--- src/rtl/midpoint_circle_pixel_generator_assert.svh ---
// Assertion macros for the midpoint circle pixel generator.
// Included by the RTL modules that carry concurrent checks; no other dependencies.
`ifndef MIDPOINT_CIRCLE_PIXEL_GENERATOR_ASSERT_SVH
`define MIDPOINT_CIRCLE_PIXEL_GENERATOR_ASSERT_SVH

// Check a property on every rising edge, skipped while reset is asserted.
`define MCPG_ASSERT(label, clk, rst_n, prop, msg) \
  label: assert property (@(posedge clk) disable iff (!(rst_n)) (prop)) else $error(msg);

// Check a property on every rising edge, reset included.
`define MCPG_ASSERT_ALWAYS(label, clk, prop, msg) \
  label: assert property (@(posedge clk) (prop)) else $error(msg);

`endif

--- src/rtl/mcpg_pkg.sv ---
// Shared types, widths and codes for the midpoint circle pixel generator.
// No dependencies; used by rtl/midpoint_circle_pixel_generator.sv.
package mcpg_pkg;

  localparam int COORD_W    = 13;  // centre, radius, thickness, step terms
  localparam int PIX_W      = 14;  // signed pixel coordinates
  localparam int DEC_W      = 16;  // midpoint decision term
  localparam int OCT_W      = 3;
  localparam int COLOR_W    = 24;
  localparam int ADDR_W     = 24;
  localparam int DIM_W      = 14;  // effective frame size, holds up to 8192
  localparam int IN_DATA_W  = 80;
  localparam int OUT_DATA_W = 80;
  localparam int APB_ADDR_W = 3;
  localparam int APB_DATA_W = 32;

  localparam int MAX_DIM_DEFAULT = 4096;

  localparam logic [COORD_W-1:0] WIDTH_RESET  = COORD_W'(640);
  localparam logic [COORD_W-1:0] HEIGHT_RESET = COORD_W'(480);

  typedef enum logic {
    OP_START = 1'b0,
    OP_TICK  = 1'b1
  } op_e;

  // Register index, taken from paddr[2]
  typedef enum logic {
    REG_FRAME_WIDTH  = 1'b0,
    REG_FRAME_HEIGHT = 1'b1
  } reg_e;

  // Pixel held between the stepping stage and the clipping stage
  typedef struct packed {
    logic signed [PIX_W-1:0] x;
    logic signed [PIX_W-1:0] y;
    logic [COLOR_W-1:0]      rgb;
    logic                    last;
  } pix_t;

  // Swap the outer bytes: BGR word to RGB word
  function automatic logic [COLOR_W-1:0] bgr_to_rgb(input logic [COLOR_W-1:0] c);
    return {c[7:0], c[15:8], c[23:16]};
  endfunction

endpackage

--- src/rtl/midpoint_circle_pixel_generator.sv ---
// Midpoint circle pixel generator: stepping stage, clipping/address stage, APB registers.
// Depends on rtl/mcpg_pkg.sv and rtl/midpoint_circle_pixel_generator_assert.svh.
//
// A start transfer (tuser = 0) latches centre, radius, thickness and colour and
// gives no pixel. Each tick transfer (tuser = 1) while a command is active gives
// one candidate pixel: eight octant points per midpoint step, rings from the
// outer radius inward, tlast on the final pixel. Ticks while idle are taken and
// dropped. The block takes one transfer per clock unless the output stalls. A pixel
// passes the stepping register, then the clipping and address register, where the
// row-times-width multiply sits. The user must write frame width and height over APB only
// while no command is running and the pipeline is empty; the block does not enforce it.
`include "midpoint_circle_pixel_generator_assert.svh"

module midpoint_circle_pixel_generator #(
  parameter int MAX_DIM = mcpg_pkg::MAX_DIM_DEFAULT
) (
  input  logic                                 clk_i,
  input  logic                                 rst_ni,
  // tdata: center_x[12:0], center_y[25:13], radius[38:26], thickness[51:39],
  //        color_bgr[75:52], zero[79:76]
  input  logic                                 s_axis_tvalid,
  output logic                                 s_axis_tready,
  input  logic [mcpg_pkg::IN_DATA_W-1:0]       s_axis_tdata,
  // tuser: operation[0]
  input  logic                                 s_axis_tuser,
  // tdata: pixel_x[13:0], pixel_y[27:14], pixel_address[51:28],
  //        pixel_rgb[75:52], zero[79:76]
  output logic                                 m_axis_tvalid,
  input  logic                                 m_axis_tready,
  output logic [mcpg_pkg::OUT_DATA_W-1:0]      m_axis_tdata,
  // tuser: write_enable[0]
  output logic                                 m_axis_tuser,
  output logic                                 m_axis_tlast,
  input  logic                                 psel,
  input  logic                                 penable,
  input  logic                                 pwrite,
  input  logic [mcpg_pkg::APB_ADDR_W-1:0]      paddr,
  input  logic [mcpg_pkg::APB_DATA_W-1:0]      pwdata,
  output logic [mcpg_pkg::APB_DATA_W-1:0]      prdata,
  output logic                                 pready
);

  localparam int CW = mcpg_pkg::COORD_W;
  localparam int PW = mcpg_pkg::PIX_W;
  localparam int DW = mcpg_pkg::DEC_W;
  localparam int WW = mcpg_pkg::DIM_W;
  localparam logic [WW-1:0] MaxDim = WW'(MAX_DIM);

  // ---------------------------------------------------------------- registers
  logic [CW-1:0] frame_width_q, frame_height_q;
  logic          cfg_write;
  mcpg_pkg::reg_e cfg_sel;

  assign pready    = 1'b1;
  assign cfg_write = psel & penable & pwrite & pready;
  assign cfg_sel   = mcpg_pkg::reg_e'(paddr[2]);

  always_ff @(posedge clk_i or negedge rst_ni) begin
    if (!rst_ni) begin
      frame_width_q  <= mcpg_pkg::WIDTH_RESET;
      frame_height_q <= mcpg_pkg::HEIGHT_RESET;
    end else if (cfg_write) begin
      unique case (cfg_sel)
        mcpg_pkg::REG_FRAME_WIDTH:  frame_width_q  <= pwdata[CW-1:0];
        mcpg_pkg::REG_FRAME_HEIGHT: frame_height_q <= pwdata[CW-1:0];
        default: ;
      endcase
    end
  end

  always_comb begin
    unique case (cfg_sel)
      mcpg_pkg::REG_FRAME_WIDTH:  prdata = mcpg_pkg::APB_DATA_W'(frame_width_q);
      mcpg_pkg::REG_FRAME_HEIGHT: prdata = mcpg_pkg::APB_DATA_W'(frame_height_q);
      default:                    prdata = '0;
    endcase
  end

  // ---------------------------------------------------------------- handshake
  logic s1_valid_q, s1_valid_d;
  logic out_valid_q;
  logic out_ready, s1_ready;
  logic in_xfer, start_xfer, tick_xfer;

  assign out_ready     = !out_valid_q || m_axis_tready;
  assign s1_ready      = !s1_valid_q || out_ready;
  assign s_axis_tready = s1_ready;
  assign in_xfer       = s_axis_tvalid && s_axis_tready;
  assign start_xfer    = in_xfer && (s_axis_tuser == mcpg_pkg::OP_START);
  assign tick_xfer     = in_xfer && (s_axis_tuser == mcpg_pkg::OP_TICK);

  // ---------------------------------------------------------------- input fields
  logic signed [CW-1:0]            in_cx, in_cy, in_radius, in_thick;
  logic [mcpg_pkg::COLOR_W-1:0]    in_bgr;

  assign in_cx     = s_axis_tdata[12:0];
  assign in_cy     = s_axis_tdata[25:13];
  assign in_radius = s_axis_tdata[38:26];
  assign in_thick  = s_axis_tdata[51:39];
  assign in_bgr    = s_axis_tdata[75:52];

  // ---------------------------------------------------------------- circle state
  logic                         busy_q, busy_d;
  logic signed [CW-1:0]         centre_col_q, centre_col_d;
  logic signed [CW-1:0]         centre_row_q, centre_row_d;
  logic signed [CW-1:0]         ring_radius_q, ring_radius_d;
  logic signed [CW-1:0]         rings_left_q, rings_left_d;
  logic signed [CW-1:0]         step_x_q, step_x_d;
  logic signed [CW-1:0]         step_y_q, step_y_d;
  logic signed [DW-1:0]         decision_q, decision_d;
  logic [mcpg_pkg::OCT_W-1:0]   octant_q, octant_d;
  logic [mcpg_pkg::COLOR_W-1:0] draw_color_q, draw_color_d;

  logic signed [PW-1:0] oct_a, oct_b, pix_x, pix_y;
  logic signed [DW-1:0] sx_ext, sy_ext;
  logic signed [CW-1:0] nx, ny, rings_dec, radius_dec;
  logic signed [DW-1:0] dec_step;
  logic                 ring_done;
  mcpg_pkg::pix_t       s1_pix_q, s1_pix_d;

  // Octant point: bit 2 swaps x and y, bit 0 mirrors the column, bit 1 the row
  always_comb begin
    oct_a = octant_q[2] ? PW'(step_y_q) : PW'(step_x_q);
    oct_b = octant_q[2] ? PW'(step_x_q) : PW'(step_y_q);
    pix_x = PW'(centre_col_q) + (octant_q[0] ? -oct_a : oct_a);
    pix_y = PW'(centre_row_q) + (octant_q[1] ? -oct_b : oct_b);
  end

  // Midpoint step after the eighth point
  always_comb begin
    sx_ext = DW'(step_x_q);
    sy_ext = DW'(step_y_q);
    if (decision_q < 0) begin
      dec_step = decision_q + (sx_ext <<< 1) + DW'(3);
      ny       = step_y_q;
    end else begin
      dec_step = decision_q + ((sx_ext - sy_ext) <<< 1) + DW'(5);
      ny       = step_y_q - CW'(1);
    end
    nx         = step_x_q + CW'(1);
    ring_done  = nx > ny;
    rings_dec  = rings_left_q - CW'(1);
    radius_dec = ring_radius_q - CW'(1);
  end

  always_comb begin
    busy_d        = busy_q;
    centre_col_d  = centre_col_q;
    centre_row_d  = centre_row_q;
    ring_radius_d = ring_radius_q;
    rings_left_d  = rings_left_q;
    step_x_d      = step_x_q;
    step_y_d      = step_y_q;
    decision_d    = decision_q;
    octant_d      = octant_q;
    draw_color_d  = draw_color_q;
    s1_valid_d    = s1_valid_q && !out_ready;

    if (start_xfer) begin
      // abort anything in progress and load the new command
      centre_col_d  = in_cx;
      centre_row_d  = in_cy;
      ring_radius_d = in_radius;
      rings_left_d  = (in_thick < CW'(1)) ? CW'(1) : in_thick;
      draw_color_d  = mcpg_pkg::bgr_to_rgb(in_bgr);
      step_x_d      = '0;
      step_y_d      = in_radius;
      decision_d    = DW'(1) - DW'(in_radius);
      octant_d      = '0;
      busy_d        = in_radius > CW'(0);
    end else if (tick_xfer && busy_q) begin
      s1_valid_d = 1'b1;
      if (octant_q != '1) begin
        octant_d = octant_q + mcpg_pkg::OCT_W'(1);
      end else begin
        octant_d   = '0;
        decision_d = dec_step;
        step_x_d   = nx;
        step_y_d   = ny;
        if (ring_done) begin
          rings_left_d  = rings_dec;
          ring_radius_d = radius_dec;
          if (rings_dec <= CW'(0) || radius_dec <= CW'(0)) begin
            busy_d = 1'b0;
          end else begin
            step_x_d   = '0;
            step_y_d   = radius_dec;
            decision_d = DW'(1) - DW'(radius_dec);
          end
        end
      end
    end
  end

  always_comb begin
    s1_pix_d.x    = pix_x;
    s1_pix_d.y    = pix_y;
    s1_pix_d.rgb  = draw_color_q;
    s1_pix_d.last = !busy_d;
  end

  always_ff @(posedge clk_i or negedge rst_ni) begin
    if (!rst_ni) begin
      busy_q        <= 1'b0;
      centre_col_q  <= '0;
      centre_row_q  <= '0;
      ring_radius_q <= '0;
      rings_left_q  <= '0;
      step_x_q      <= '0;
      step_y_q      <= '0;
      decision_q    <= '0;
      octant_q      <= '0;
      draw_color_q  <= '0;
      s1_valid_q    <= 1'b0;
    end else begin
      busy_q        <= busy_d;
      centre_col_q  <= centre_col_d;
      centre_row_q  <= centre_row_d;
      ring_radius_q <= ring_radius_d;
      rings_left_q  <= rings_left_d;
      step_x_q      <= step_x_d;
      step_y_q      <= step_y_d;
      decision_q    <= decision_d;
      octant_q      <= octant_d;
      draw_color_q  <= draw_color_d;
      s1_valid_q    <= s1_valid_d;
    end
  end

  always_ff @(posedge clk_i) begin
    if (tick_xfer && busy_q) begin
      s1_pix_q <= s1_pix_d;
    end
  end

  // ---------------------------------------------------------------- clip and address
  logic [WW-1:0]                 eff_w, eff_h;
  logic                          in_frame;
  logic [CW+WW-1:0]              row_base;
  logic [mcpg_pkg::ADDR_W-1:0]   addr_d;

  logic signed [PW-1:0]          out_x_q, out_y_q;
  logic [mcpg_pkg::ADDR_W-1:0]   out_addr_q;
  logic [mcpg_pkg::COLOR_W-1:0]  out_rgb_q;
  logic                          out_we_q, out_last_q;

  always_comb begin
    eff_w    = (WW'(frame_width_q) > MaxDim) ? MaxDim : WW'(frame_width_q);
    eff_h    = (WW'(frame_height_q) > MaxDim) ? MaxDim : WW'(frame_height_q);
    in_frame = !s1_pix_q.x[PW-1] && (WW'(s1_pix_q.x[PW-2:0]) < eff_w) &&
               !s1_pix_q.y[PW-1] && (WW'(s1_pix_q.y[PW-2:0]) < eff_h);
    row_base = (CW+WW)'(s1_pix_q.y[PW-2:0]) * (CW+WW)'(eff_w);
    addr_d   = in_frame ? mcpg_pkg::ADDR_W'(row_base + (CW+WW)'(s1_pix_q.x[PW-2:0]))
                        : '0;
  end

  always_ff @(posedge clk_i or negedge rst_ni) begin
    if (!rst_ni) begin
      out_valid_q <= 1'b0;
    end else if (out_ready) begin
      out_valid_q <= s1_valid_q;
    end
  end

  always_ff @(posedge clk_i) begin
    if (out_ready && s1_valid_q) begin
      out_x_q    <= s1_pix_q.x;
      out_y_q    <= s1_pix_q.y;
      out_addr_q <= addr_d;
      out_rgb_q  <= s1_pix_q.rgb;
      out_we_q   <= in_frame;
      out_last_q <= s1_pix_q.last;
    end
  end

  assign m_axis_tvalid = out_valid_q;
  assign m_axis_tdata  = {4'b0, out_rgb_q, out_addr_q, out_y_q, out_x_q};
  assign m_axis_tuser  = out_we_q;
  assign m_axis_tlast  = out_last_q;

  // ---------------------------------------------------------------- checks
  `MCPG_ASSERT(idle_octant_zero, clk_i, rst_ni, !busy_q |-> octant_q == '0, "octant not cleared while idle")
  `MCPG_ASSERT(ring_in_range, clk_i, rst_ni, busy_q |-> (ring_radius_q > 0 && rings_left_q > 0), "active ring count or radius not positive")
  `MCPG_ASSERT(step_order, clk_i, rst_ni, busy_q |-> step_x_q <= step_y_q, "midpoint step past the octant boundary")
  `MCPG_ASSERT(start_loads_ring, clk_i, rst_ni, start_xfer |=> (octant_q == '0 && step_x_q == '0), "start did not restart the ring")
  `MCPG_ASSERT(clipped_addr_zero, clk_i, rst_ni, (out_valid_q && !out_we_q) |-> out_addr_q == '0, "clipped pixel carries an address")

endmodule

--- config.mk ---
export PLATFORM = sky130hd
export DESIGN_NAME = midpoint_circle_pixel_generator
export DESIGN_NICKNAME = d
export VERILOG_FILES = /design/src/rtl/mcpg_pkg.sv /design/src/rtl/midpoint_circle_pixel_generator.sv
export VERILOG_INCLUDE_DIRS = /design/src /design/src/rtl
export SDC_FILE = /design/constraint.sdc
export NUM_CORES = 1
export LEC_CHECK = 0
export BUFFER_PORTS_ARGS = -buffer_cell sky130_fd_sc_hd__buf_2
export CAP_MARGIN = 20
export CORE_MARGIN = 2
export CORE_UTILIZATION = 36
export DETAILED_ROUTE_END_ITERATION = 10
export HOLD_SLACK_MARGIN = 0.06
export PLACE_DENSITY_LB_ADDON = 0.08
export SLEW_MARGIN = 10
export SYNTH_ARGS = -nofsm -noshare
export SYNTH_HDL_FRONTEND = slang
export SYNTH_SLANG_ARGS = --single-unit
--- constraint.sdc ---
create_clock -name clk_i -period 15.15 [get_ports clk_i]
set_clock_uncertainty 0.05 [all_clocks]
set_input_delay 3.7875 -clock clk_i [delete_from_list [all_inputs] [get_ports clk_i]]
set_output_delay 3.7875 -clock clk_i [all_outputs]
set_load 0.01 [all_outputs]
==> run_results.csv <==
group,metric,value,unit
outcome,status,"completed",
route,dr.pass1.iters,6,
layout,final_area,26710,um2
layout,final_net_count,3079,
die,die_h,260.2,um
die,die_x,260.2,um
clock_network,cts_tree,"done",
clock_network,cts-root-buf,"clkbuf_16",
synthesis,yosysWarningCount,0,
synthesis,synth_top_family_by_area,"adder cells",
sta,worstMarginPinSlew,1.051,ns
clock_network,cts.clk_slew.worst_paths,0.06,ns
synthesis,ys_ff_latch,281,
clock_network,clock_sinks,281,
synthesis,synth_most_common_cell,"nand2_1",
grt,grt_remaining_overflow,0,
route,post_drt_via_cell_ratio,5.138,
synthesis,ys_top_cells_by_count,"nand2_1 (341), inv_1 (236), ha_1 (224), dfrtp_1 (144), fa_1 (134)",
route,vias,17890,
synthesis,synthMuxAreaShare,3.436,%
grt,grt_util_all_layers,20.27,%
synthesis,synth-xor-area-share,6.406,%
sta,setup-tns-final,0,ns
worst_setup_path,path_cells,"buf_2 -> mux2_2 -> buf_2",
placed_design,routabilityCongestion,0.8779,
flow_run,cap_violations,0,
placed_design,numPortBuffers,190,
worst_setup_path,critPathRequiredTime,11.31,ns
layout,fillCellCount,6523,
worst_setup_path,cpMaxStageDelayCell,"mux2_2",
grt,grt_pass1_vias,18310,
worst_setup_path,crit_path_start_kind,"input port",
placed_design,placed_area,25340,um2
clock_network,post_cts.repair.setup_buffers,0,
die,core-area,64700,um2
clock_network,ctsResizeCount,0,
synthesis,synth_area,23630,um2
clock_network,numCtsBuffers,37,
power,leakagePower,12.33,nW
synthesis,synth_compound_area_share,10.93,%
synthesis,synth_seq_area_share,32.56,%
clock_network,cts_hold_buffers,0,
synthesis,avgSynthCellArea,9.646,um2
sta,maxSlewViolCount,0,
layout,drive_gt1_share,14.20,%
layout,area_growth_syn_to_layout,13.03,%
route,drt-initial-drc-count,1001,
worst_setup_path,critPathMostFrequentCell,"buf_2",
power,vdd_drop_max,150.3,uV
synthesis,synth_top_cell_area_share,16.64,%
worst_setup_path,cpPeakStageDelay,0.40,ns
grt,grt_max_degree,88,
clock_network,htree_levels,2,
worst_setup_path,crit_fanout,16,
worst_setup_path,crit_family,"buffers and inverters",
grt,antenna_found_initial,0,
die,start_util,36.53,%
layout,n_antenna_cell,0,
sta,layout_min_cycle_time,8.489,ns
synthesis,async_flop_share,53.38,%
synthesis,synthFlopType,"dfrtp_1",
power,power_per_cell_area,173.7,nW/um2
sta,fmax,117.8,MHz
route,ant_nets,0,
clock_network,cts_max_path_buffers,3,
worst_setup_path,crit_type,"input port to output pin",
synthesis,synth_enable_flop_cells,131,
die,ioPinCount,240,
synthesis,yosysTopAreaCell,"edfxtp_1",
route,wl,68080,um
synthesis,synth-simple-area-share,17.08,%
die,rows,93,
sta,hold_violations,0,
synthesis,synth_cell_type_count,93,
synthesis,syn-instance-count,2450,
sta,post-route-period-util,56.03,%
die,dieArea,67710,um2
route,drc_errors,0,
sta,relSlewSlack,29.82,%
grt,grt_pass1_wl,106100,um
placed_design,dp_hpwl,51610,um
sta,rsz0062_at_grt,"no",
clock_network,clock_latency,0.57,ns
layout,fin_cells,3482,
synthesis,synthAdderAreaFrac,23.21,%
worst_setup_path,worstSetupEndpointType,"output pin",
power,p_total,4.639,mW
min_path,min_path_type,"flip-flop to flip-flop",
worst_setup_path,crit_arrival,4.65,ns
worst_setup_path,cp_num_buf_inv,2,
synthesis,ys_top_cells_by_area,"edfxtp_1 (17%), dfrtp_1 (15%), ha_1 (12%)",
sta,setup-violations-final,0,
route,wl_per_cell,19.55,um
placed_design,post-place-cells,3412,
cells by family after synthesis:
group	count (synthesis)
buf+inv	366
flops	281
xor+xnor	172
mux	73
simple gates	816
compound gates	382
fa+ha+maj	358
other cells	2
layer usage:
layer | up-vias | global-route usage, % | part of all wire [%]
met5 | - | 0 | 0
met4 | 0 | 4.905 | 2.1
met3 | 80 | 2.398 | 3.6
met2 | 342 | 36.29 | 50
met1 | 8821 | 25.96 | 44
li1 | 8648 | - | -
flip-flops by register name, indices dropped and copies added (netlist names), 14 cells and up:
name and count:
out_x_q 14, out_rgb_q 24, out_y_q 14, decision_q 16, s1_pix_q 53, draw_color_q 24
out_addr_q 24
final timing paths:
check / start / endpoint / slack, ns / depth (start not counted)
worst max register to register: frame_width_q[12] / out_addr_q[21] / 8.09 / 21
max in group asynchronous: rst_ni / centre_col_q[1] / 10.30 / 2
worst min register to register: s1_pix_q[18] / out_rgb_q[17] / 0.37 / 0
worst max-delay path: paddr[2] / prdata[2] / 6.66 / 3
worst min-delay path: s1_pix_q[18] / out_rgb_q[17] / 0.37 / 0
min in group asynchronous: rst_ni / rings_left_q[8] / 3.27 / 1
report_power, final:
group	internal, mW	switching, mW	total, mW
logic	1.17	1.51	2.67
clock network	0.609	0.372	0.981
registers	0.892	0.0933	0.985
layout by cell type (no fill, tap or decap), drive strengths merged, types with 9 or more instances in the layout:
cell type  count
mux2i         23
a211oi        12
and3          25
nand2        342
conb          24
fa           134
nor3b         12
nor2b         31
inv          239
edfxtp       131
or3           18
dfrtp        144
clkbuf        46
a21oi         94
nand2b        15
nand3         52
o211ai        17
nand4          9
a31oi         19
xor2          71
ha           224
buf          217
a21o          38
xnor2        101
and2          93
mux2          50
nor4          20
o21a          16
nor3          60
nor2          98
o31ai         14
o21ai         80
clkinv        10
o221ai        13
o21bai         9
worst register-to-register path, cell delays in order, from the launching register on:
cell	delay, ns
dfrtp_1	0.44
nor2b_1	0.83
and2_1	0.27
fa_1	0.42
inv_1	0.08
fa_1	0.41
inv_1	0.11
fa_1	0.49
fa_1	0.51
fa_1	0.49
inv_1	0.05
fa_1	0.47
inv_1	0.04
ha_1	0.36
and3_1	0.22
and2_1	0.18
nand3_1	0.14
a211oi_1	0.54
o2111ai_1	0.29
a31oi_1	0.23
xnor2_1	0.14
nor2_1	0.06
metrics by stage:
step                utilization [%]  setup slack, ns  hold WS [ns]
floorplan                         -            6.575        0.3503
global placement              39.15            6.668        0.3505
CTS                           41.26            6.663        0.3687
detailed placement            39.16            6.665        0.3545
global route                  41.29            6.638        0.3698
finish                        41.29            6.661        0.3669
final cells by class:
type | count | area, um2 | area share (%)
clock buffers | 46 | 1032 | 3.864
multi-input cells | 1825 | 14540 | 54.42
clock inverters | 22 | 324.1 | 1.213
repair buffers | 217 | 1167 | 4.370
flip-flops and latches | 281 | 7696 | 28.81
inverters | 236 | 885.9 | 3.316
well taps | 855 | 1070 | 4.005
(Power assumes the default switching activity.)
